## src/hdl/fbfl_pkg.sv

```systemverilog
// ----------------------------------------------------------------------------
// fbfl_pkg
// shared types, codes and helpers of the fixed block free list pool
// ----------------------------------------------------------------------------
`default_nettype none

package fbfl_pkg;

    localparam int POOL_BLOCKS_DEF = 255;

    // request kinds
    localparam logic [1:0] REQ_ACQUIRE = 2'd0;
    localparam logic [1:0] REQ_RELEASE = 2'd1;
    localparam logic [1:0] REQ_QUERY   = 2'd2;

    // result status
    localparam logic [1:0] STAT_OK        = 2'd0;
    localparam logic [1:0] STAT_EMPTY     = 2'd1;
    localparam logic [1:0] STAT_NOT_OWNED = 2'd2;
    localparam logic [1:0] STAT_NONE_USED = 2'd3;

    // address classes
    localparam logic [1:0] OWN_BELOW  = 2'd0;
    localparam logic [1:0] OWN_INSIDE = 2'd1;
    localparam logic [1:0] OWN_ABOVE  = 2'd2;

    // configuration register indexes
    localparam logic [1:0] CFG_BASE  = 2'd0;
    localparam logic [1:0] CFG_SHIFT = 2'd1;
    localparam logic [1:0] CFG_CHUNK = 2'd2;

    localparam logic [63:0] BASE_RST  = 64'd0;
    localparam logic [4:0]  SHIFT_RST = 5'd4;
    localparam logic [31:0] CHUNK_RST = 32'd4096;

    localparam int SPAN_W = 39;

    typedef enum logic {
        FSM_IDLE,
        FSM_ACQ
    } fsm_state_t;

    typedef struct packed {
        logic [63:0]       base;
        logic [4:0]        shift;
        logic [SPAN_W-1:0] span;
        logic [31:0]       mask;
    } pool_cfg_t;

    typedef struct packed {
        logic       below;
        logic       in_pool;
        logic       aligned;
        logic [7:0] idx;
    } addr_info_t;

    function automatic logic [7:0] pool_count(input logic [31:0] chunk,
                                              input logic [4:0]  shift,
                                              input logic [7:0]  maxb);
        logic [31:0] n;
        n = chunk >> shift;
        if (n < {24'd0, maxb}) begin
            return n[7:0];
        end
        return maxb;
    endfunction

endpackage

`default_nettype wire

```

## src/hdl/fbfl_ram.sv

```systemverilog
// ----------------------------------------------------------------------------
// fbfl_ram
// generic single write port ram with one registered read port
// ----------------------------------------------------------------------------
`default_nettype none

module fbfl_ram #(
    parameter int WIDTH = 8,
    parameter int DEPTH = 255
) (
    input  wire logic                     clk,
    input  wire logic                     wr_en,
    input  wire logic [$clog2(DEPTH)-1:0] wr_addr,
    input  wire logic [WIDTH-1:0]         wr_data,
    input  wire logic                     rd_en,
    input  wire logic [$clog2(DEPTH)-1:0] rd_addr,
    output logic      [WIDTH-1:0]         rd_data
);

    logic [WIDTH-1:0] mem [DEPTH];

    always_ff @(posedge clk) begin
        if (wr_en) begin
            mem[wr_addr] <= wr_data;
        end
        if (rd_en) begin
            rd_data <= mem[rd_addr];
        end
    end

endmodule

`default_nettype wire

```

## src/hdl/fbfl_cfg.sv

```systemverilog
// ----------------------------------------------------------------------------
// fbfl_cfg
// configuration registers and the pool geometry derived from them
// ----------------------------------------------------------------------------
`default_nettype none

module fbfl_cfg #(
    parameter int POOL_BLOCKS = fbfl_pkg::POOL_BLOCKS_DEF
) (
    input  wire logic              aclk,
    input  wire logic              aresetn,
    input  wire logic              cfg_wr_en,
    input  wire logic [1:0]        cfg_wr_index,
    input  wire logic [63:0]       cfg_wr_data,
    output fbfl_pkg::pool_cfg_t    cfg,
    output logic                   rebuild,
    output logic [7:0]             rebuild_count
);

    localparam logic [7:0] MAX_B = 8'(POOL_BLOCKS);

    logic [63:0] base_reg,  base_next;
    logic [4:0]  shift_reg, shift_next;
    logic [31:0] chunk_reg, chunk_next;
    logic [7:0]  count_next;
    logic [fbfl_pkg::SPAN_W-1:0] span_reg, span_next;
    logic [31:0] mask_reg,  mask_next;

    always_comb begin
        base_next  = base_reg;
        shift_next = shift_reg;
        chunk_next = chunk_reg;
        rebuild    = 1'b0;
        if (cfg_wr_en) begin
            case (cfg_wr_index)
                fbfl_pkg::CFG_BASE: begin
                    base_next = cfg_wr_data;
                    rebuild   = 1'b1;
                end
                fbfl_pkg::CFG_SHIFT: begin
                    shift_next = cfg_wr_data[4:0];
                    rebuild    = 1'b1;
                end
                fbfl_pkg::CFG_CHUNK: begin
                    chunk_next = cfg_wr_data[31:0];
                    rebuild    = 1'b1;
                end
                default: begin
                    rebuild = 1'b0;
                end
            endcase
        end
        count_next = fbfl_pkg::pool_count(chunk_next, shift_next, MAX_B);
        span_next  = {{(fbfl_pkg::SPAN_W-8){1'b0}}, count_next} << shift_next;
        mask_next  = (32'd1 << shift_next) - 32'd1;
    end

    assign rebuild_count = count_next;

    always_ff @(posedge aclk) begin
        if (!aresetn) begin
            base_reg  <= fbfl_pkg::BASE_RST;
            shift_reg <= fbfl_pkg::SHIFT_RST;
            chunk_reg <= fbfl_pkg::CHUNK_RST;
            span_reg  <= {{(fbfl_pkg::SPAN_W-8){1'b0}},
                          fbfl_pkg::pool_count(fbfl_pkg::CHUNK_RST, fbfl_pkg::SHIFT_RST,
                                               MAX_B)} << fbfl_pkg::SHIFT_RST;
            mask_reg  <= (32'd1 << fbfl_pkg::SHIFT_RST) - 32'd1;
        end else begin
            base_reg  <= base_next;
            shift_reg <= shift_next;
            chunk_reg <= chunk_next;
            span_reg  <= span_next;
            mask_reg  <= mask_next;
        end
    end

    always_comb begin
        cfg.base  = base_reg;
        cfg.shift = shift_reg;
        cfg.span  = span_reg;
        cfg.mask  = mask_reg;
    end

endmodule

`default_nettype wire

```

## src/hdl/fbfl_addr_check.sv

```systemverilog
// ----------------------------------------------------------------------------
// fbfl_addr_check
// classifies an address against the pool and finds its block index
// ----------------------------------------------------------------------------
`default_nettype none

module fbfl_addr_check (
    input  wire fbfl_pkg::pool_cfg_t cfg,
    input  wire logic [63:0]         address,
    output fbfl_pkg::addr_info_t     info
);

    logic [64:0] diff;
    logic [63:0] offset;
    logic [63:0] blk;

    always_comb begin
        diff   = {1'b0, address} - {1'b0, cfg.base};
        offset = diff[63:0];
        blk    = offset >> cfg.shift;
        info.below   = diff[64];
        info.in_pool = !diff[64] &&
                       (offset < {{(64-fbfl_pkg::SPAN_W){1'b0}}, cfg.span});
        info.aligned = info.in_pool && ((offset[31:0] & cfg.mask) == 32'd0);
        info.idx     = blk[7:0];
    end

endmodule

`default_nettype wire

```

## src/hdl/fixed_block_free_list_pool_unit.sv

```systemverilog
// ----------------------------------------------------------------------------
// fixed_block_free_list_pool_unit
// pool of equal power-of-two blocks kept on a linked free list of indices
//
//   channel  dir  bus                         content
//   s_       in   tdata 64, tuser 2           request address, request kind
//   m_       out  tdata 80                    one result per request
//   cfg_wr_  in   en, index 2, data 64        base, block shift, chunk bytes
//
// acquire passes through the ACQ state: the link of the head comes from the link table ram
// through its registered read port; release, query and unknown kinds stay in IDLE
// synchronous active-low reset; link entries carry valid bits, no clearing pass
// a held result blocks further transfers until it is taken
// ----------------------------------------------------------------------------
`default_nettype none

module fixed_block_free_list_pool_unit #(
    parameter int POOL_BLOCKS = fbfl_pkg::POOL_BLOCKS_DEF
) (
    input  wire logic        aclk,
    input  wire logic        aresetn,
    input  wire logic        s_tvalid,
    output logic             s_tready,
    input  wire logic [63:0] s_tdata,   // address
    input  wire logic [1:0]  s_tuser,   // req_type
    output logic             m_tvalid,
    input  wire logic        m_tready,
    output logic      [79:0] m_tdata,   // status, block_address, ownership,
                                        // owned_aligned, pool_all_free, free_count
    input  wire logic        cfg_wr_en,
    input  wire logic [1:0]  cfg_wr_index,
    input  wire logic [63:0] cfg_wr_data
);

    localparam int         ADDR_W = $clog2(POOL_BLOCKS);
    localparam logic [7:0] MAX_B  = 8'(POOL_BLOCKS);

    fbfl_pkg::pool_cfg_t  cfg;
    fbfl_pkg::addr_info_t info;
    fbfl_pkg::fsm_state_t state_reg, state_next;

    logic              rebuild;
    logic [7:0]        rebuild_count;

    logic [7:0]        free_head_reg,   free_head_next;
    logic [7:0]        blocks_free_reg, blocks_free_next;
    logic [7:0]        blocks_used_reg, blocks_used_next;
    logic [POOL_BLOCKS-1:0] link_valid_reg, link_valid_next;
    logic              acq_use_ram_reg, acq_use_ram_next;
    logic [7:0]        acq_alt_reg,     acq_alt_next;
    logic              m_tvalid_reg,    m_tvalid_next;
    logic [79:0]       m_tdata_reg,     m_tdata_next;

    logic              accept;
    logic              acq_done;
    logic              head_in_range;
    logic              head_valid;
    logic              ram_rd_en;
    logic              ram_wr_en;
    logic [7:0]        ram_rd_data;

    logic [1:0]        r_status;
    logic [63:0]       r_baddr;
    logic [1:0]        r_own;
    logic              r_aligned;
    logic              r_allfree;
    logic              pop;
    logic              push;

    fbfl_cfg #(
        .POOL_BLOCKS (POOL_BLOCKS)
    ) u_cfg (
        .aclk          (aclk),
        .aresetn       (aresetn),
        .cfg_wr_en     (cfg_wr_en),
        .cfg_wr_index  (cfg_wr_index),
        .cfg_wr_data   (cfg_wr_data),
        .cfg           (cfg),
        .rebuild       (rebuild),
        .rebuild_count (rebuild_count)
    );

    fbfl_addr_check u_check (
        .cfg     (cfg),
        .address (s_tdata),
        .info    (info)
    );

    fbfl_ram #(
        .WIDTH (8),
        .DEPTH (POOL_BLOCKS)
    ) u_link_ram (
        .clk     (aclk),
        .wr_en   (ram_wr_en),
        .wr_addr (info.idx[ADDR_W-1:0]),
        .wr_data (free_head_reg),
        .rd_en   (ram_rd_en),
        .rd_addr (free_head_reg[ADDR_W-1:0]),
        .rd_data (ram_rd_data)
    );

    // next state
    always_comb begin
        state_next = state_reg;
        case (state_reg)
            fbfl_pkg::FSM_IDLE: begin
                if (pop) begin
                    state_next = fbfl_pkg::FSM_ACQ;
                end
            end
            fbfl_pkg::FSM_ACQ: begin
                state_next = fbfl_pkg::FSM_IDLE;
            end
            default: begin
                state_next = fbfl_pkg::FSM_IDLE;
            end
        endcase
    end

    // state outputs
    always_comb begin
        s_tready = 1'b0;
        acq_done = 1'b0;
        case (state_reg)
            fbfl_pkg::FSM_IDLE: begin
                s_tready = !m_tvalid_reg || m_tready;
            end
            fbfl_pkg::FSM_ACQ: begin
                acq_done = 1'b1;
            end
            default: begin
                s_tready = 1'b0;
            end
        endcase
    end

    assign accept        = s_tvalid && s_tready;
    assign head_in_range = free_head_reg < MAX_B;
    assign head_valid    = head_in_range && link_valid_reg[free_head_reg[ADDR_W-1:0]];

    always_comb begin
        r_status  = fbfl_pkg::STAT_OK;
        r_baddr   = 64'd0;
        r_own     = fbfl_pkg::OWN_BELOW;
        r_aligned = 1'b0;
        r_allfree = 1'b0;
        pop       = 1'b0;
        push      = 1'b0;
        if (accept) begin
            case (s_tuser)
                fbfl_pkg::REQ_ACQUIRE: begin
                    if (blocks_free_reg == 8'd0) begin
                        r_status = fbfl_pkg::STAT_EMPTY;
                    end else begin
                        pop     = 1'b1;
                        r_baddr = cfg.base + ({56'd0, free_head_reg} << cfg.shift);
                    end
                end
                fbfl_pkg::REQ_RELEASE, fbfl_pkg::REQ_QUERY: begin
                    r_aligned = info.aligned;
                    if (info.below) begin
                        r_own = fbfl_pkg::OWN_BELOW;
                    end else if (info.in_pool) begin
                        r_own = fbfl_pkg::OWN_INSIDE;
                    end else begin
                        r_own = fbfl_pkg::OWN_ABOVE;
                    end
                    if (s_tuser == fbfl_pkg::REQ_RELEASE) begin
                        if (!info.aligned) begin
                            r_status = fbfl_pkg::STAT_NOT_OWNED;
                        end else if (blocks_used_reg == 8'd0) begin
                            r_status = fbfl_pkg::STAT_NONE_USED;
                        end else begin
                            push      = 1'b1;
                            r_allfree = blocks_used_reg == 8'd1;
                        end
                    end
                end
                default: begin
                    r_status = fbfl_pkg::STAT_OK;
                end
            endcase
        end
    end

    assign ram_rd_en = pop && head_in_range;
    assign ram_wr_en = push;

    always_comb begin
        free_head_next   = free_head_reg;
        blocks_free_next = blocks_free_reg;
        blocks_used_next = blocks_used_reg;
        link_valid_next  = link_valid_reg;
        acq_use_ram_next = acq_use_ram_reg;
        acq_alt_next     = acq_alt_reg;
        m_tvalid_next    = m_tvalid_reg;
        m_tdata_next     = m_tdata_reg;

        if (pop) begin
            blocks_free_next = blocks_free_reg - 8'd1;
            blocks_used_next = blocks_used_reg + 8'd1;
            acq_use_ram_next = head_valid;
            acq_alt_next     = head_in_range ? free_head_reg + 8'd1 : 8'd0;
        end
        if (push) begin
            blocks_free_next = blocks_free_reg + 8'd1;
            blocks_used_next = blocks_used_reg - 8'd1;
            free_head_next   = info.idx;
            link_valid_next[info.idx[ADDR_W-1:0]] = 1'b1;
        end
        if (acq_done) begin
            free_head_next = acq_use_ram_reg ? ram_rd_data : acq_alt_reg;
        end
        if (rebuild) begin
            free_head_next   = 8'd0;
            blocks_free_next = rebuild_count;
            blocks_used_next = 8'd0;
            link_valid_next  = '0;
        end

        if (accept) begin
            m_tvalid_next = 1'b1;
            m_tdata_next  = {2'b00, blocks_free_next, r_allfree, r_aligned, r_own,
                             r_baddr, r_status};
        end else if (m_tready) begin
            m_tvalid_next = 1'b0;
        end
    end

    always_ff @(posedge aclk) begin
        if (!aresetn) begin
            state_reg       <= fbfl_pkg::FSM_IDLE;
            free_head_reg   <= 8'd0;
            blocks_free_reg <= fbfl_pkg::pool_count(fbfl_pkg::CHUNK_RST,
                                                    fbfl_pkg::SHIFT_RST, MAX_B);
            blocks_used_reg <= 8'd0;
            link_valid_reg  <= '0;
            m_tvalid_reg    <= 1'b0;
        end else begin
            state_reg       <= state_next;
            free_head_reg   <= free_head_next;
            blocks_free_reg <= blocks_free_next;
            blocks_used_reg <= blocks_used_next;
            link_valid_reg  <= link_valid_next;
            m_tvalid_reg    <= m_tvalid_next;
        end
    end

    always_ff @(posedge aclk) begin
        acq_use_ram_reg <= acq_use_ram_next;
        acq_alt_reg     <= acq_alt_next;
        m_tdata_reg     <= m_tdata_next;
    end

    assign m_tvalid = m_tvalid_reg;
    assign m_tdata  = m_tdata_reg;

endmodule

`default_nettype wire
```

## config.mk

```make
export PLATFORM = sky130hd
export DESIGN_NAME = fixed_block_free_list_pool_unit
export DESIGN_NICKNAME = d
export VERILOG_FILES = /design/src/hdl/fbfl_pkg.sv /design/src/hdl/fbfl_ram.sv /design/src/hdl/fbfl_cfg.sv /design/src/hdl/fbfl_addr_check.sv /design/src/hdl/fixed_block_free_list_pool_unit.sv
export SDC_FILE = /design/constraint.sdc
export NUM_CORES = 2
export LEC_CHECK = 0
export CORE_MARGIN = 2
export CORE_UTILIZATION = 40
export DETAILED_ROUTE_END_ITERATION = 12
export DONT_BUFFER_PORTS = 1
export HOLD_SLACK_MARGIN = 0.1
export PLACE_DENSITY = 0.61
export SKIP_LAST_GASP = 1
export SYNTH_ARGS = -nofsm -noshare
export SYNTH_HDL_FRONTEND = slang
export SYNTH_SLANG_ARGS = --single-unit
```

## constraint.sdc

```tcl
create_clock -name aclk -period 13.2 [get_ports aclk]
set_clock_uncertainty 0.2 [all_clocks]
set_input_delay 1.98 -clock aclk [delete_from_list [all_inputs] [get_ports aclk]]
set_output_delay 1.98 -clock aclk [all_outputs]
set_load 0.05 [all_outputs]
```

Yosys cells after proc, flatten, opt, wreduce, memory -nomap -nowiden
Memories as Yosys holds them, arrays and structs flattened. A register that Yosys moved wholly into a read port is not among the register bits.
Cells that the tools add are included.
{"block": "op_classes", "n_reduce_logical": 24, "n_addsub": 8, "magnitude_cmp": 6, "n_eq_ne": 5, "muxes": 43, "shifts": 5, "bitwise_logic": 8}
{"op": "$or A255 B255 Y255", "n": 1}
{"op": "$mux W8", "n": 10}
{"op": "$sub A64 B64 Y65", "n": 1}
{"op": "$add A64 B64 Y64", "n": 1}
{"op": "$lt A64 B39 Y1", "n": 1}
{"op": "$mux W32", "n": 2}
{"op": "$shl A8 B5 Y64", "n": 1}
{"op": "$shr A64 B5 Y8", "n": 1}
{"op": "$shl A8 B5 Y39", "n": 1}
{"op": "$and A32 B32 Y32", "n": 1}
{"op": "$logic_not A32 Y1", "n": 1}
{"op": "$lt A32 B8 Y1 const B", "n": 1}
{"op": "$shl A1 B5 Y32 const A", "n": 1}
{"op": "$shr A32 B5 Y32", "n": 1}
{"op": "$sub A32 B1 Y32 const B", "n": 1}
{"op": "$add A8 B1 Y8 const B", "n": 3}
{"op": "$mux W1", "n": 21}
{"op": "$lt A8 B9 Y1 const B", "n": 2}
{"op": "$logic_not A8 Y1", "n": 2}
{"op": "$sub A8 B1 Y8 const B", "n": 2}
{"op": "$mux W5", "n": 2}
{"op": "$bmux W1 S8", "n": 1}
{"op": "$demux W1 S8", "n": 1}
{"op": "$eq A8 B1 Y1 const B", "n": 1}
{"op": "17 further kinds", "n": 39}
{"block": "word_totals", "in_bits": 137, "word_cells": 118, "mem_count": 1, "regBits": 540, "ramBits": 2040, "out_inout_bits": 82}
{"memory": "u_link_ram.mem", "depth": 255, "width": 8, "read_ports": 1, "rd_clocked_by_memory_dff": 1, "write_ports": 1, "line_no": "fbfl_ram.sv:20", "text": "logic [WIDTH-1:0] mem [DEPTH];"}

Logic depth before layout (Yosys ltp)
{"block": "depth", "word_depth": 10, "depth_mapped": 27, "depth_no_buf": 24}

Modules after synthesis
Synthesis repeated with hierarchy kept, for this count alone.
{"block": "unflattened", "hier_cells": 8213, "area_unflattened_um2": 116390.4}
{"module": "fbfl_ram", "area_each_um2": 80566.0, "seq_area_each_um2": 61499.0, "cells_per_inst": 3910, "instances": 1}
{"module": "fixed_block_free_list_pool_unit", "area_each_um2": 18186.2, "seq_area_each_um2": 8237.9, "cells_per_inst": 1953, "instances": 1}
{"module": "fbfl_cfg", "area_each_um2": 8928.6, "seq_area_each_um2": 3443.3, "cells_per_inst": 1024, "instances": 1}
{"module": "fbfl_addr_check", "area_each_um2": 8709.6, "seq_area_each_um2": 0.0, "cells_per_inst": 1326, "instances": 1}

Worst setup path before layout
Ideal clock, no wire load.
{"block": "synth_path", "path_type": "register -> register", "start": "reg free_head_reg[0]", "end": "reg m_tdata_reg[51] (netlist: m_tdata[51]), data pin", "stages_incl_launch_ff": 26, "arrival_ns": 9.408, "n_path_buf": 7, "required_ns": 12.734, "setup_time_ns": 0.266, "setup_slack_ns": 3.326, "cell_sequence": "dfxtp_1 > clkbuf_1 > buf_2 > clkbuf_1 > clkbuf_1 > buf_2 > clkbuf_1 > mux2i_1 > o22ai_1 > mux2i_1 > mux2_2 > nor2_1 > ha_1 > a21o_1 > a21o_1 > a21oi_1 > o21ai_0 > a211o_1 > a31o_2 > a221o_1 > a41oi_1 > a21boi_0 > clkbuf_1 > nand3_1 > xnor2_1 > nor2_1"}
{"block": "synth_via", "elab_chain_len": 2}
{"item": "start: declaration", "line_no": "fixed_block_free_list_pool_unit.sv:45", "text": "logic [7:0] free_head_reg, free_head_next;"}
{"item": "start signal: assignment", "line_no": "fixed_block_free_list_pool_unit.sv:241", "text": "free_head_reg <= free_head_next;"}
{"item": "$shl A8 B5 Y64", "line_no": "fixed_block_free_list_pool_unit.sv:156", "text": "r_baddr = cfg.base + ({56'd0, free_head_reg} << cfg.shift);"}
{"item": "$add A64 B64 Y64", "line_no": "fixed_block_free_list_pool_unit.sv:156"}
{"item": "end signal: assignment", "line_no": "fixed_block_free_list_pool_unit.sv:252", "text": "m_tdata_reg <= m_tdata_next;"}
{"item": "end: declaration", "line_no": "fixed_block_free_list_pool_unit.sv:52", "text": "logic [79:0] m_tdata_reg, m_tdata_next;"}
No other way between the ends.
A chain may end at the register's enable or synchronous reset.

Worst setup path in the final report
{"block": "layout_path", "start": "in s_tdata[18]", "end": "mem u_link_ram.mem[217][4], enable pin"}
{"block": "layout_via", "elab_chain_len": 10, "word_cells_on_any_way": 14, "classes_between": "1 x add/sub; 1 x order compare; 1 x shift; 6 x mux; 1 x bitwise; 4 x reduce/logical"}
{"item": "start: declaration", "line_no": "fixed_block_free_list_pool_unit.sv:24", "text": "input wire logic [63:0] s_tdata,"}
{"item": "$sub A64 B64 Y65 (*)", "line_no": "fbfl_addr_check.sv:18", "text": "diff = {1'b0, address} - {1'b0, cfg.base};"}
{"item": "$lt A64 B39 Y1, or another cell as far along", "line_no": "fbfl_addr_check.sv:23", "text": "(offset < {{(64-fbfl_pkg::SPAN_W){1'b0}}, cfg.span});"}
{"item": "$logic_and A1 B1 Y1 / $logic_not A32 Y1 (equally long branches)", "line_no": "fbfl_addr_check.sv:22, fbfl_addr_check.sv:24"}
{"item": "$logic_and A1 B1 Y1", "line_no": "fbfl_addr_check.sv:24", "text": "info.aligned = info.in_pool && ((offset[31:0] & cfg.mask) == 32'd0);"}
{"item": "$mux W1", "line_no": "fixed_block_free_list_pool_unit.sv:169", "text": "if (!info.aligned) begin"}
{"item": "$mux W1", "line_no": "fixed_block_free_list_pool_unit.sv:168", "text": "if (s_tuser == fbfl_pkg::REQ_RELEASE) begin"}
{"item": "$mux W1", "line_no": "fixed_block_free_list_pool_unit.sv:150", "text": "case (s_tuser)"}
{"item": "$mux W1", "line_no": "fixed_block_free_list_pool_unit.sv:149", "text": "if (accept) begin"}
{"item": "$mux W1", "line_no": "fbfl_ram.sv:23", "text": "if (wr_en) begin"}
{"item": "$mux W1 (implied by the code)", "line_no": "fbfl_ram.sv:24", "text": "mem[wr_addr] <= wr_data;"}
{"item": "end: declaration", "line_no": "fbfl_ram.sv:20"}
Mark *: on every way between the ends. The rest lies on a longest branch, timed or not.

==> implementation parameters <==
Parameter                              Value

Run
  Max-cap viol count ... 0

Global routing
  Number of antenna violations at the first check in global routing ... 14
  GR Overflow Total ... 0
  Global-route wire length before repair ... 469500 um
  Maximum number of pins on one net before global-route repair ... 174
  Vias in the first global route ... 67160
  Total GRT Usage ... 21.55%

Finish
  Multi-input combinational cell area ... 38940 um^2
  Flip-flop count of the largest register, all copies and words added ... 2040
  Fraction of final layout cells with drive strength greater than 1 ... 17.79%
  Fill cells ... 24677
  Final Net Count ... 7839
  Syn-to-layout area delta ... 11.39%
  Reg area ... 73210 um^2

Clock tree
  Clock root buffer ... sky130_fd_sc_hd__clkbuf_16
  Number of clock sinks seen by CTS ... 2588
  Quantity of gates resized following cts ... 0
  Worst-case clock buffer depth ... 4
  CTS tree ... yes
  Clock latency at the later pin of the worst-skew pair ... 0.83 ns
  Num CTS Buffers ... 277
  Number of setup buffers added after CTS ... 0
  Clock slew seen by the registers of the worst setup and hold paths ... 0.06 ns
  Total number of H-tree levels ... 5
  Count of hold buffers inserted by post-cts repair ... 0

Setup path
  Required time of the critical path ... 13.46 ns
  End point of the critical path ... u_link_ram.mem[217][4]
  Max stage delay cell, worst path ... sky130_fd_sc_hd__nor2_1
  Setup slack of the most critical reg-to-reg path ... 4.35 ns
  Critical path type ... in2reg
  Crit path DAT ... 9.67 ns
  Cells along the critical path ... ha_1 > nand2_1 > or3_1 > a2111o_1 > and3_1 > a21oi_1 > o21ai_0 > and2_1 > ha_1 > nand2_1 > nor3_1 > a2111oi_0 > o21ai_0 > a21oi_1 > o221ai_1 > and3_1 > a2111oi_0 > nand4_1 > nor4_4 > buf_4 > nand3_4 > nor2_1
  Worst reg2reg path startpoint ... u_cfg.base_reg[18]
  Type of element launching the critical path ... input port
  Critical register-to-register path endpoint ... u_link_ram.mem[217][4]
  Worst R2R Path Depth ... 23
  Endpoint class of the critical path ... flip-flop
  Critical Path Max Stage Delay ... 0.90 ns
  Largest driver fanout on the critical path ... 30
  Start point of the critical path ... s_tdata[18]

Routing
  Vias ... 69378
  Post-DRT Antenna Nets ... 0
  Post-DR vias/cell ... 6.020
  Pre-Repair DR Iteration Count ... 8
  Post-route DRC violation count ... 0
  Routed wirelength normalized by instance count ... 27.82 um
  Initial DRC Count ... 8208
  Detailed Route WL ... 320600 um

Floorplan
  Standard cell core area ... 285000 um^2
  Area of the die ... 290400 um^2
  Starting utilization of the core area ... 40.17%
  Height of the die ... 538.9 um
  Core Rows ... 196
  Die Span X ... 538.9 um
  Number of primary I/O pins ... 219

Power
  Maximum VDD drop ... 0.00009145 V
  Cell area power density ... 139.1 nW/um^2
  Static leakage ... 40.63 nW

STA
  Setup-violating endpoint count in the final report ... 0
  Final Hold Fails ... 0
  Upper clock frequency limit ... 0.1063 GHz
  Slew at the pin closest to its max-slew limit ... 1.350 ns
  Final Max Tran Viols ... 0
  Unrepaired setup endpoints after global routing ... no
  Fin crit share ... 71.25%
  Slew HR ... 9.970%
  Final min period ... 9.405 ns
  Hold slack ... 0.2450 ns
  Sum of negative setup slack ... 0 ns

Synth
  Yosys reg bits ... 2588
  Main flop type after synthesis ... sky130_fd_sc_hd__edfxtp_1
  Fraction of the yosys area taken by sequential cells ... 63.94%
  Mapped Cells ... 7645
  Number of warnings reported in the yosys synthesis log ... 0
  Post-synthesis cell type count ... 105
  Fraction of registers with async set or reset after synthesis ... 0%
  Most area-hungry cell type in the Yosys netlist ... sky130_fd_sc_hd__edfxtp_1
  Combined area of all synthesized cells ... 114500 um^2
  Fraction of synthesized cell area taken by the top area cell type ... 56.01%
  Number of flops mapped to enable cells by yosys ... 2135
  Dominant cells by area after synthesis ... sky130_fd_sc_hd__edfxtp_1, sky130_fd_sc_hd__mux4_2, sky130_fd_sc_hd__dfxtp_1, sky130_fd_sc_hd__nand2_1, sky130_fd_sc_hd__nor2_1
  Synthesized area divided by synthesized cell count ... 14.97 um^2

Worst hold path
  Min-Delay Path Class ... reg2reg

Placement
  HPWL after detailed placement ... 208800 um
  Count of input and output buffers ... 0
  Final GP Congestion ... 0.9377

Outcome
  Outcome ... complete, no violations
[per-layer routing]
layer | wire length [um] | global-route usage (%)
met3 | 26120 | 3.712
met1 | 136900 | 31.07
met5 | 61 | 0
met2 | 146800 | 33.34
met4 | 10700 | 6.660
[final cells by class]
| class | count | area share, % |
|---|---|---|
| Tap cell | 3762 | 3.692 |
| Sequential cell | 2588 | 57.43 |
| Multi-Input combinational cell | 4393 | 30.54 |
| Clock inverter | 151 | 1.267 |
| Timing Repair Buffer | 112 | 0.7773 |
| Clock buffer | 336 | 5.767 |
| Antenna cell | 7 | 0.01374 |
| Inverter | 175 | 0.5162 |
[cell families after synthesis]
group / synth area share [%]
compound gates: 7.203
xor+xnor: 0.6428
fa+ha+maj: 1.708
buf+inv: 2.273
flops: 63.94
mux: 16.66
other cells: 0.003276
simple gates: 7.572
[Yosys cell counts, drive strengths merged, types with 12 or more instances]
library cell  number
edfxtp          2135
mux4             746
nand2            723
nor2             546
dfxtp            453
o21ai            447
clkbuf           356
a21oi            221
mux2i            184
inv              172
ha               153
buf              142
nand3            129
nand4             85
a21boi            81
nor3              73
a21o              70
a211oi            66
xnor2             57
nor2b             55
and2              53
and3              43
o22ai             41
or3               40
a31oi             39
mux2              37
o211ai            33
nand2b            31
o21a              29
nor4              28
xor2              27
o31ai             23
and4              19
a311oi            18
a221oi            15
a2111oi           14
a211o             14
a22oi             14
or4               12
[cell usage in the layout (no fill, tap or decap), types with 41 or more instances in the layout]
cell / instances
sky130_fd_sc_hd__xnor2_1: 57
sky130_fd_sc_hd__nor2b_1: 55
sky130_fd_sc_hd__ha_1: 153
sky130_fd_sc_hd__o22ai_1: 41
sky130_fd_sc_hd__edfxtp_1: 2135
sky130_fd_sc_hd__clkinv_1: 45
sky130_fd_sc_hd__nor2_1: 545
sky130_fd_sc_hd__o21ai_1: 80
sky130_fd_sc_hd__and3_1: 43
sky130_fd_sc_hd__a21boi_0: 78
sky130_fd_sc_hd__o21ai_0: 367
sky130_fd_sc_hd__a21o_1: 70
sky130_fd_sc_hd__clkbuf_16: 284
sky130_fd_sc_hd__mux2i_1: 179
sky130_fd_sc_hd__a21oi_1: 220
sky130_fd_sc_hd__nand4_1: 85
sky130_fd_sc_hd__nand2_1: 722
sky130_fd_sc_hd__mux4_2: 746
sky130_fd_sc_hd__dfxtp_1: 444
sky130_fd_sc_hd__inv_1: 170
sky130_fd_sc_hd__clkinv_2: 41
sky130_fd_sc_hd__nor3_1: 69
sky130_fd_sc_hd__buf_4: 100
sky130_fd_sc_hd__clkbuf_1: 47
sky130_fd_sc_hd__nand3_1: 113
sky130_fd_sc_hd__a211oi_1: 63
sky130_fd_sc_hd__and2_1: 52
[power by group]
part           switching, mW  total (mW)  internal, mW
Clock                   3.19        7.74          4.55
Combinational          0.783        1.12         0.337
Sequential            0.0811        8.87          8.79
Total                   4.05        17.7          13.7
[worst max-delay path: cells and delay by family]
family / cells / cell delay (ns)
buffers and inverters: 1 / 0.52
AND/OR/NAND/NOR: 11 / 4.05
adder cells (fa/ha/maj): 2 / 0.90
AO/OA/AOI/OAI: 8 / 2.13
[worst min path at each step]
stage / start / to / cells past startpoint
2_1_floorplan: link_valid_reg[102] / link_valid_reg[102] / 2
3_3_place_gp: link_valid_reg[39] / link_valid_reg[39] / 2
3_5_place_dp: link_valid_reg[55] / link_valid_reg[55] / 2
4_1_cts: link_valid_reg[150] / link_valid_reg[150] / 2
5_1_grt: link_valid_reg[11] / link_valid_reg[11] / 2
6_report: link_valid_reg[110] / link_valid_reg[110] / 2
[through the flow]
stage	worst slack (ns)	total power, mW	cell area (um^2)	utilization, %	std cells
after floorplan	3.326	9.762	114500	-	7654
after global placement	3.037	10.14	118500	41.59	11030
after global routing	3.420	18.25	127500	44.73	11519
final	3.795	17.73	127500	44.74	11524
after CTS	3.940	17.83	127500	44.73	11517
after detailed placement	3.061	10.14	118500	41.59	11030
Note: power is estimated with default switching activity, not from simulation.
